[src/rtl/assert_macros.svh]
// assertion macros shared by the rtl modules
// no dependencies; assertions drop out under SYNTHESIS
`ifndef ASSERT_MACROS_SVH
`define ASSERT_MACROS_SVH

`ifndef SYNTHESIS
`define SPQ_ASSERT(label, clk, rst_n, prop) \
    label: assert property (@(posedge clk) disable iff (!rst_n) prop) \
        else $error("spq assertion failed");
`define SPQ_ASSERT_ALWAYS(label, clk, prop) \
    label: assert property (@(posedge clk) prop) \
        else $error("spq assertion failed");
`else
`define SPQ_ASSERT(label, clk, rst_n, prop)
`define SPQ_ASSERT_ALWAYS(label, clk, prop)
`endif

`endif

[src/rtl/spq_pkg.sv]
// types, constants and codes of the sorted priority queue
// no dependencies
`timescale 1ns / 1ps
`default_nettype none

package spq_pkg;

    localparam int DEPTH    = 16;
    localparam int TAG_BITS = 16;
    localparam int IDX_W    = $clog2(DEPTH);
    localparam int CNT_W    = $clog2(DEPTH + 1);

    typedef enum logic [1:0] {
        ACT_ADD   = 2'd0,
        ACT_DRAIN = 2'd1,
        ACT_LIST  = 2'd2,
        ACT_NONE  = 2'd3
    } t_action;

    typedef enum logic [1:0] {
        ST_ACCEPT = 2'd0,
        ST_FULL   = 2'd1,
        ST_ENTRY  = 2'd2,
        ST_EMPTY  = 2'd3
    } t_status;

    typedef enum logic [2:0] {
        S_IDLE,
        S_INS_RD,
        S_INS_CMP,
        S_INS_HEAD,
        S_EMIT_RD,
        S_EMIT_OUT,
        S_STATUS
    } t_state;

    typedef struct packed {
        t_action     action;
        logic [7:0]  req_priority;
        logic [15:0] req_tag;
    } t_in_item;

    typedef struct packed {
        t_status     status;
        logic [15:0] out_tag;
        logic [7:0]  out_priority;
        logic        last;
    } t_out_item;

    typedef struct packed {
        logic [7:0]          prio;
        logic [TAG_BITS-1:0] tag;
    } t_slot;

    typedef struct packed {
        logic      valid;
        t_out_item item;
    } t_res_req;

endpackage

`default_nettype wire

[src/rtl/spq_ram.sv]
// generic single-write, single-read memory with registered read data
// no dependencies
`timescale 1ns / 1ps
`default_nettype none

module spq_ram #(
    parameter int WIDTH   = 24,
    parameter int DEPTH_P = 16,
    parameter int AW      = $clog2(DEPTH_P)
) (
    input  wire logic             i_clk,
    input  wire logic             i_we,
    input  wire logic [AW-1:0]    i_waddr,
    input  wire logic [WIDTH-1:0] i_wdata,
    input  wire logic             i_re,
    input  wire logic [AW-1:0]    i_raddr,
    output logic      [WIDTH-1:0] o_rdata
);

    logic [WIDTH-1:0] r_mem [DEPTH_P];
    logic [WIDTH-1:0] r_rdata;

    always_ff @(posedge i_clk) begin
        if (i_we) begin
            r_mem[i_waddr] <= i_wdata;
        end
    end

    always_ff @(posedge i_clk) begin
        if (i_re) begin
            r_rdata <= r_mem[i_raddr];
        end
    end

    assign o_rdata = r_rdata;

endmodule

`default_nettype wire

[src/rtl/spq_seq.sv]
// sequencer of the sorted priority queue: insert walk, emit walk, status
// depends on spq_pkg, spq_ram and assert_macros.svh
`timescale 1ns / 1ps
`default_nettype none
`include "assert_macros.svh"

module spq_seq (
    input  wire logic             i_clk,
    input  wire logic             i_rst_n,
    input  wire logic             i_in_valid,
    output logic                  o_in_ready,
    input  wire spq_pkg::t_in_item i_in_item,
    input  wire logic             i_res_free,
    output spq_pkg::t_res_req     o_res
);

    spq_pkg::t_state              r_state, n_state;
    logic [spq_pkg::CNT_W-1:0]    r_count, n_count;
    logic [spq_pkg::IDX_W-1:0]    r_idx, n_idx;
    logic [7:0]                   r_prio, n_prio;
    logic [spq_pkg::TAG_BITS-1:0] r_tag, n_tag;
    logic                         r_drain, n_drain;
    spq_pkg::t_status             r_status, n_status;

    logic                         w_we, w_re, w_fire, w_last;
    logic [spq_pkg::IDX_W-1:0]    w_waddr, w_raddr;
    spq_pkg::t_slot               w_wdata, w_rdata;

    spq_ram #(
        .WIDTH   ($bits(spq_pkg::t_slot)),
        .DEPTH_P (spq_pkg::DEPTH)
    ) u_ram (
        .i_clk   (i_clk),
        .i_we    (w_we),
        .i_waddr (w_waddr),
        .i_wdata (w_wdata),
        .i_re    (w_re),
        .i_raddr (w_raddr),
        .o_rdata (w_rdata)
    );

    assign o_in_ready = (r_state == spq_pkg::S_IDLE);
    assign w_fire     = i_in_valid && o_in_ready;
    assign w_last     = (r_idx == spq_pkg::IDX_W'(r_count - 1'b1));

    always_ff @(posedge i_clk) begin
        if (!i_rst_n) begin
            r_state <= spq_pkg::S_IDLE;
            r_count <= '0;
        end else begin
            r_state <= n_state;
            r_count <= n_count;
        end
    end

    always_ff @(posedge i_clk) begin
        r_idx    <= n_idx;
        r_prio   <= n_prio;
        r_tag    <= n_tag;
        r_drain  <= n_drain;
        r_status <= n_status;
    end

    always_comb begin
        n_state  = r_state;
        n_count  = r_count;
        n_idx    = r_idx;
        n_prio   = r_prio;
        n_tag    = r_tag;
        n_drain  = r_drain;
        n_status = r_status;
        w_we     = 1'b0;
        w_waddr  = r_idx;
        w_wdata  = w_rdata;
        w_re     = 1'b0;
        w_raddr  = r_idx;
        o_res    = '0;
        unique case (r_state)
            spq_pkg::S_IDLE: begin
                if (w_fire) begin
                    n_prio = i_in_item.req_priority;
                    n_tag  = spq_pkg::TAG_BITS'(i_in_item.req_tag);
                    unique case (i_in_item.action)
                        spq_pkg::ACT_ADD: begin
                            if (r_count == spq_pkg::CNT_W'(spq_pkg::DEPTH)) begin
                                n_status = spq_pkg::ST_FULL;
                                n_state  = spq_pkg::S_STATUS;
                            end else if (r_count == '0) begin
                                w_we         = 1'b1;
                                w_waddr      = '0;
                                w_wdata.prio = i_in_item.req_priority;
                                w_wdata.tag  = spq_pkg::TAG_BITS'(i_in_item.req_tag);
                                n_count      = r_count + 1'b1;
                                n_status     = spq_pkg::ST_ACCEPT;
                                n_state      = spq_pkg::S_STATUS;
                            end else begin
                                n_idx   = spq_pkg::IDX_W'(r_count - 1'b1);
                                n_state = spq_pkg::S_INS_RD;
                            end
                        end
                        spq_pkg::ACT_DRAIN, spq_pkg::ACT_LIST: begin
                            n_drain = (i_in_item.action == spq_pkg::ACT_DRAIN);
                            if (r_count == '0) begin
                                n_status = spq_pkg::ST_EMPTY;
                                n_state  = spq_pkg::S_STATUS;
                            end else begin
                                n_idx   = '0;
                                n_state = spq_pkg::S_EMIT_RD;
                            end
                        end
                        spq_pkg::ACT_NONE: begin
                            n_state = spq_pkg::S_IDLE;
                        end
                        default: begin
                            n_state = spq_pkg::S_IDLE;
                        end
                    endcase
                end
            end
            spq_pkg::S_INS_RD: begin
                w_re    = 1'b1;
                n_state = spq_pkg::S_INS_CMP;
            end
            spq_pkg::S_INS_CMP: begin
                w_we    = 1'b1;
                w_waddr = r_idx + 1'b1;
                if (w_rdata.prio >= r_prio) begin
                    w_wdata = w_rdata;
                    if (r_idx == '0) begin
                        n_state = spq_pkg::S_INS_HEAD;
                    end else begin
                        n_idx   = r_idx - 1'b1;
                        n_state = spq_pkg::S_INS_RD;
                    end
                end else begin
                    w_wdata.prio = r_prio;
                    w_wdata.tag  = r_tag;
                    n_count      = r_count + 1'b1;
                    n_status     = spq_pkg::ST_ACCEPT;
                    n_state      = spq_pkg::S_STATUS;
                end
            end
            spq_pkg::S_INS_HEAD: begin
                w_we         = 1'b1;
                w_waddr      = '0;
                w_wdata.prio = r_prio;
                w_wdata.tag  = r_tag;
                n_count      = r_count + 1'b1;
                n_status     = spq_pkg::ST_ACCEPT;
                n_state      = spq_pkg::S_STATUS;
            end
            spq_pkg::S_EMIT_RD: begin
                w_re    = 1'b1;
                n_state = spq_pkg::S_EMIT_OUT;
            end
            spq_pkg::S_EMIT_OUT: begin
                if (i_res_free) begin
                    o_res.valid             = 1'b1;
                    o_res.item.status       = spq_pkg::ST_ENTRY;
                    o_res.item.out_tag      = 16'(w_rdata.tag);
                    o_res.item.out_priority = w_rdata.prio;
                    o_res.item.last         = w_last;
                    if (w_last) begin
                        if (r_drain) begin
                            n_count = '0;
                        end
                        n_state = spq_pkg::S_IDLE;
                    end else begin
                        n_idx   = r_idx + 1'b1;
                        n_state = spq_pkg::S_EMIT_RD;
                    end
                end
            end
            spq_pkg::S_STATUS: begin
                if (i_res_free) begin
                    o_res.valid       = 1'b1;
                    o_res.item.status = r_status;
                    o_res.item.last   = 1'b1;
                    n_state           = spq_pkg::S_IDLE;
                end
            end
            default: begin
                n_state = spq_pkg::S_IDLE;
            end
        endcase
    end

    `SPQ_ASSERT(a_count_bound, i_clk, i_rst_n, r_count <= spq_pkg::CNT_W'(spq_pkg::DEPTH))
    `SPQ_ASSERT(a_res_state, i_clk, i_rst_n, o_res.valid |-> (r_state == spq_pkg::S_EMIT_OUT || r_state == spq_pkg::S_STATUS))
    `SPQ_ASSERT(a_full_reject, i_clk, i_rst_n, (w_fire && i_in_item.action == spq_pkg::ACT_ADD && r_count == spq_pkg::CNT_W'(spq_pkg::DEPTH)) |=> (r_state == spq_pkg::S_STATUS && r_status == spq_pkg::ST_FULL && $stable(r_count)))
    `SPQ_ASSERT(a_insert_grows, i_clk, i_rst_n, (r_state == spq_pkg::S_INS_HEAD) |=> (r_count == $past(r_count) + 1'b1))

endmodule

`default_nettype wire

[src/rtl/sorted_priority_queue_unit.sv]
// top level of the sorted priority queue: sequencer plus result register
// depends on spq_pkg and spq_seq
//
// input channel: i_in_valid / o_in_ready with i_in_item (action, priority, tag)
// output channel: o_out_valid / i_out_ready with o_out_item
// an add walks the list from the tail through the slot memory, one stored
// entry at a time (read, then compare and shift); its status item passes
// the status state on an empty or full queue straight after acceptance,
// after the walk when k of the stored entries move, or after the walk and
// the head write when all k move, and is then registered
// a drain or list of n entries reads each entry through the registered memory
// read, then registers it as an item; an empty queue gives one empty item
// o_in_ready is high only while the sequencer idles, so the next item can
// be taken at the earliest in the cycle after the last result of the previous
// one is registered, while that result may still wait in the output register
// a stalled receiver holds the output register and the sequencer waits
// reset clears the entry count and the output valid flag; slot contents are
// left as they are and are never read before being written
`timescale 1ns / 1ps
`default_nettype none

module sorted_priority_queue_unit (
    input  wire logic              i_clk,
    input  wire logic              i_rst_n,
    input  wire logic              i_in_valid,
    output logic                   o_in_ready,
    input  wire spq_pkg::t_in_item i_in_item,
    output logic                   o_out_valid,
    input  wire logic              i_out_ready,
    output spq_pkg::t_out_item     o_out_item
);

    spq_pkg::t_res_req  w_res;
    logic               w_free;
    logic               r_out_valid;
    spq_pkg::t_out_item r_out_item;

    assign w_free = !r_out_valid || i_out_ready;

    spq_seq u_seq (
        .i_clk      (i_clk),
        .i_rst_n    (i_rst_n),
        .i_in_valid (i_in_valid),
        .o_in_ready (o_in_ready),
        .i_in_item  (i_in_item),
        .i_res_free (w_free),
        .o_res      (w_res)
    );

    always_ff @(posedge i_clk) begin
        if (!i_rst_n) begin
            r_out_valid <= 1'b0;
        end else if (w_res.valid) begin
            r_out_valid <= 1'b1;
        end else if (i_out_ready) begin
            r_out_valid <= 1'b0;
        end
    end

    always_ff @(posedge i_clk) begin
        if (w_res.valid) begin
            r_out_item <= w_res.item;
        end
    end

    assign o_out_valid = r_out_valid;
    assign o_out_item  = r_out_item;

endmodule

`default_nettype wire
[config.mk]
export PLATFORM = sky130hd
export DESIGN_NAME = sorted_priority_queue_unit
export DESIGN_NICKNAME = d
export VERILOG_FILES = /design/src/rtl/spq_pkg.sv /design/src/rtl/spq_ram.sv /design/src/rtl/spq_seq.sv /design/src/rtl/sorted_priority_queue_unit.sv
export VERILOG_INCLUDE_DIRS = /design/src /design/src/rtl
export SDC_FILE = /design/constraint.sdc
export NUM_CORES = 1
export LEC_CHECK = 0
export ABC_AREA = 1
export BUFFER_PORTS_ARGS = -buffer_cell sky130_fd_sc_hd__buf_2
export CORE_MARGIN = 5
export CORE_UTILIZATION = 50
export CTS_CLUSTER_SIZE = 25
export DETAILED_ROUTE_END_ITERATION = 10
export PLACE_DENSITY = 0.67
export SYNTH_ARGS = -nofsm -noshare
export SYNTH_HDL_FRONTEND = slang
export SYNTH_SLANG_ARGS = --single-unit
[constraint.sdc]
create_clock -name i_clk -period 4 [get_ports i_clk]
set_input_delay 0.4 -clock i_clk [delete_from_list [all_inputs] [get_ports i_clk]]
set_output_delay 0.4 -clock i_clk [all_outputs]
set_load 0.02 [all_outputs]
==> summary.txt <==
Run status
  • Status: complete, no violations

CTS
  • Longest Clk Path Bufs: 3
  • Total CTS buffers: 47
  • Worst skew pair latency: 550 ps
  • Hold-fix buffers, CTS: 0
  • Setup Buffers After CTS: 0
  • PostCTS Resize Cnt: 0
  • CTS tree: done
  • Clock transition at path regs: around 60 ps
  • # H-tree levels: 2
  • Clock root buffer: clkbuf_16
  • Clock Sink Count: 475

Global routing
  • Gr ovfl total: 0
  • Largest net degree at the start of global routing: 98
  • Global-route wire length before repair: 73300 um
  • Total track usage: 22.76%
  • Initial antenna violation count: 2
  • Vias in the first global route: 12150

Placement
  • DP Cell Count: 2044
  • HPWL after DPL: 28030 um
  • I/O Buffers: 58
  • Post-placement setup slack: 1039 ps
  • RePlAce Congestion: roughly 0.86

Final layout
  • Fraction of layout cells with a size suffix above 1: 14.18%
  • Area Overhead vs Synth: 13.18%
  • Final cell count without fillers: 2126
  • Final-stage net count: between 1500 and 2000
  • Antenna Cells: 0

Critical path
  • Endpoint type of the worst setup path: flip-flop
  • Critical Path AT: 3230 ps
  • Worst Path Class, Setup: flip-flop to flip-flop
  • CP max FO: 19
  • Critical Path Start Type: flip-flop
  • CP required: 4190 ps

Logic synthesis
  • Syn_nets: about 1500
  • Flops & latches, synth: 475
  • Seq/Total Area, Yosys: 73.46%
  • Mapped Cells: 1504
  • Primary FF master, synth: edfxtp_1
  • YS warnings: 0
  • Count leader, synth: edfxtp_1
  • Synth top area share: between 70 and 80%
  • Mapped Area: 0.01929 mm^2
  • Synth unique cells: 41
  • Asr flop ratio synth: 0%
  • Most frequent cells after synthesis: 466 x edfxtp_1, 254 x nor2_1, 197 x o21ai_0
  • Syn avg cell area: 12.83 um^2
  • Post-synth EDFFs: 466
  • Area contributors post-synth: edfxtp_1 73%, o21ai_0 5.1%, nor2_1 4.9%
  • Largest area contributor in the netlist: edfxtp_1

Routing
  • Drt via density: 5.886
  • Vias: 12510
  • Routed wire per std cell: 22.95 um
  • Initial drt markers: roughly 1500
  • Detail Route Antenna Nets: 0
  • DRT Pass-1 Iters: 5
  • Final wirelength: 48800 um
  • DRC viols: 0

Power
  • VDD IR max: 447.4 uV
  • Pwr/cell area: between 700 and 800 mW/mm^2
  • Pleak: 7.431 nW
  • Total power: 17.44 mW

Timing
  • Final Setup Violations: 0
  • Worst slew margin: 23.91%
  • Final Hold Fails: 0
  • Final Slew Violations: 0
  • Worst slew pin tran: 1141 ps
  • Final critical-path required period: 3039 ps
  • Setup Total Neg Slack: 0 ps
  • RSZ-0062 raised after global routing: no
  • Skew final: 12.94 ps
  • Max Clk Rate: around 330 MHz
  • Crit share post-route: about three quarters
  • PnR worst setup slack: 961.2 ps

Die
  • Chip height: 206.4 um
  • Initial core utilization: 50.28%
  • Num rows: 72
  • Boundary Pins: 59
  • Die area: between 0.04 and 0.05 mm^2
  • Core area: 0.03838 mm^2
  • Die width: 206.4 um

Job
  • MaxCap Viol Count: 0

Hold path
  • Hold Crit Class: primary input to flip-flop
==> layer usage <==
| metal | wire (um) | part of all wire [%] | GRT usage, % |
|---|---|---|---|
| met5 | 20 | 0.041 | 0 |
| met1 | 19890 | 41 | 31.94 |
| met2 | 22990 | 47 | 36.40 |
| met3 | 4410 | 9.0 | 4.237 |
| met4 | 1491 | 3.1 | 7.272 |
==> per-stage QoR <==
step | util, % | hold WS, ps | cell area (um^2)
detailed placement | 53.23 | 557.1 | 20430
finish | 56.91 | 47.83 | 21840
global placement | 53.23 | 536.7 | 20430
CTS | 56.91 | 22.37 | 21840
global route | 56.91 | 28.76 | 21840
floorplan | - | 498.9 | 19290
==> state kept, by name, indices dropped and copies added (netlist names) <==
signal	cells
u_seq.u_ram.r_mem	384
u_seq.r_status	2
u_seq.r_prio	8
u_seq.u_ram.o_rdata	24
u_seq.r_idx	4
o_out_item	27
u_seq.r_count	5
o_out_valid	1
u_seq.r_tag	16
u_seq.r_state	3
u_seq.r_drain	1
==> logic make-up (layout without fill, tap and decap cells) <==
logic type	after synthesis	in the layout	synth area share (%)
simple gates	484	484	10.32
flops	475	475	73.46
compound gates	363	363	11.48
buf+inv	163	267	3.586
fa+ha+maj	15	15	0.9727
xor+xnor	4	4	0.1816
==> report_power, final <==
part | internal (mW) | switching, mW | total, mW
Combinational | 1.54 | 4.42 | 5.96
Clock | 2.34 | 1.78 | 4.12
Sequential | 7.10 | 0.266 | 7.37
==> area by class of cell <==
class	instances	area, um^2
Clock buffer	54	1202
Clock inverter	28	207.7
Fill cell	3067	16540
Inverter	75	285.3
Multi-Input combinational cell	866	4541
Sequential cell	475	14170
Tap cell	518	648.1
Timing Repair Buffer	110	780.7
==> final timing paths <==
kind                           from                       to  slack, ps  depth (start not counted)
setup / recovery   u_seq.r_count[0]  u_seq.u_ram.r_mem[3][7]        960                         14
setup reg to reg   u_seq.r_count[0]  u_seq.u_ram.r_mem[3][7]        960                         14
hold reg to reg   u_seq.r_status[1]           o_out_item[26]        560                          2
hold / removal         i_in_item[6]           u_seq.r_tag[6]         50                          1
==> worst max-delay path, stage by stage, from the launching register on <==
cell,delay [ps]
dfxtp_1,440
inv_1,150
ha_1,270
nand2_4,110
nor2_4,40
nand2_2,80
inv_2,50
nand3_2,70
nand2_2,100
inv_2,80
a21oi_2,60
inv_1,120
nand3_1,340
nor2_4,320
buf_4,440
==> cell usage in the layout (no fill, tap or decap), drive strengths merged <==
cell | synthesis | layout
edfxtp | 466 | 466
nor2 | 258 | 258
o21ai | 200 | 200
nand2 | 142 | 142
buf | 33 | 110
inv | 73 | 74
nand3 | 73 | 73
o22ai | 66 | 66
clkbuf | 55 | 54
o221ai | 43 | 43
o211ai | 32 | 32
clkinv | 2 | 26
ha | 15 | 15
a21oi | 14 | 14
dfxtp | 9 | 9
nor3 | 7 | 7
o21bai | 4 | 4
bufinv | 0 | 3
xnor2 | 2 | 2
xor2 | 2 | 2
nand4 | 2 | 2
a21o | 1 | 1
o2111ai | 1 | 1
nor4 | 1 | 1
a31oi | 1 | 1
or2 | 1 | 1
a21boi | 1 | 1
(Power assumes the default switching activity.)
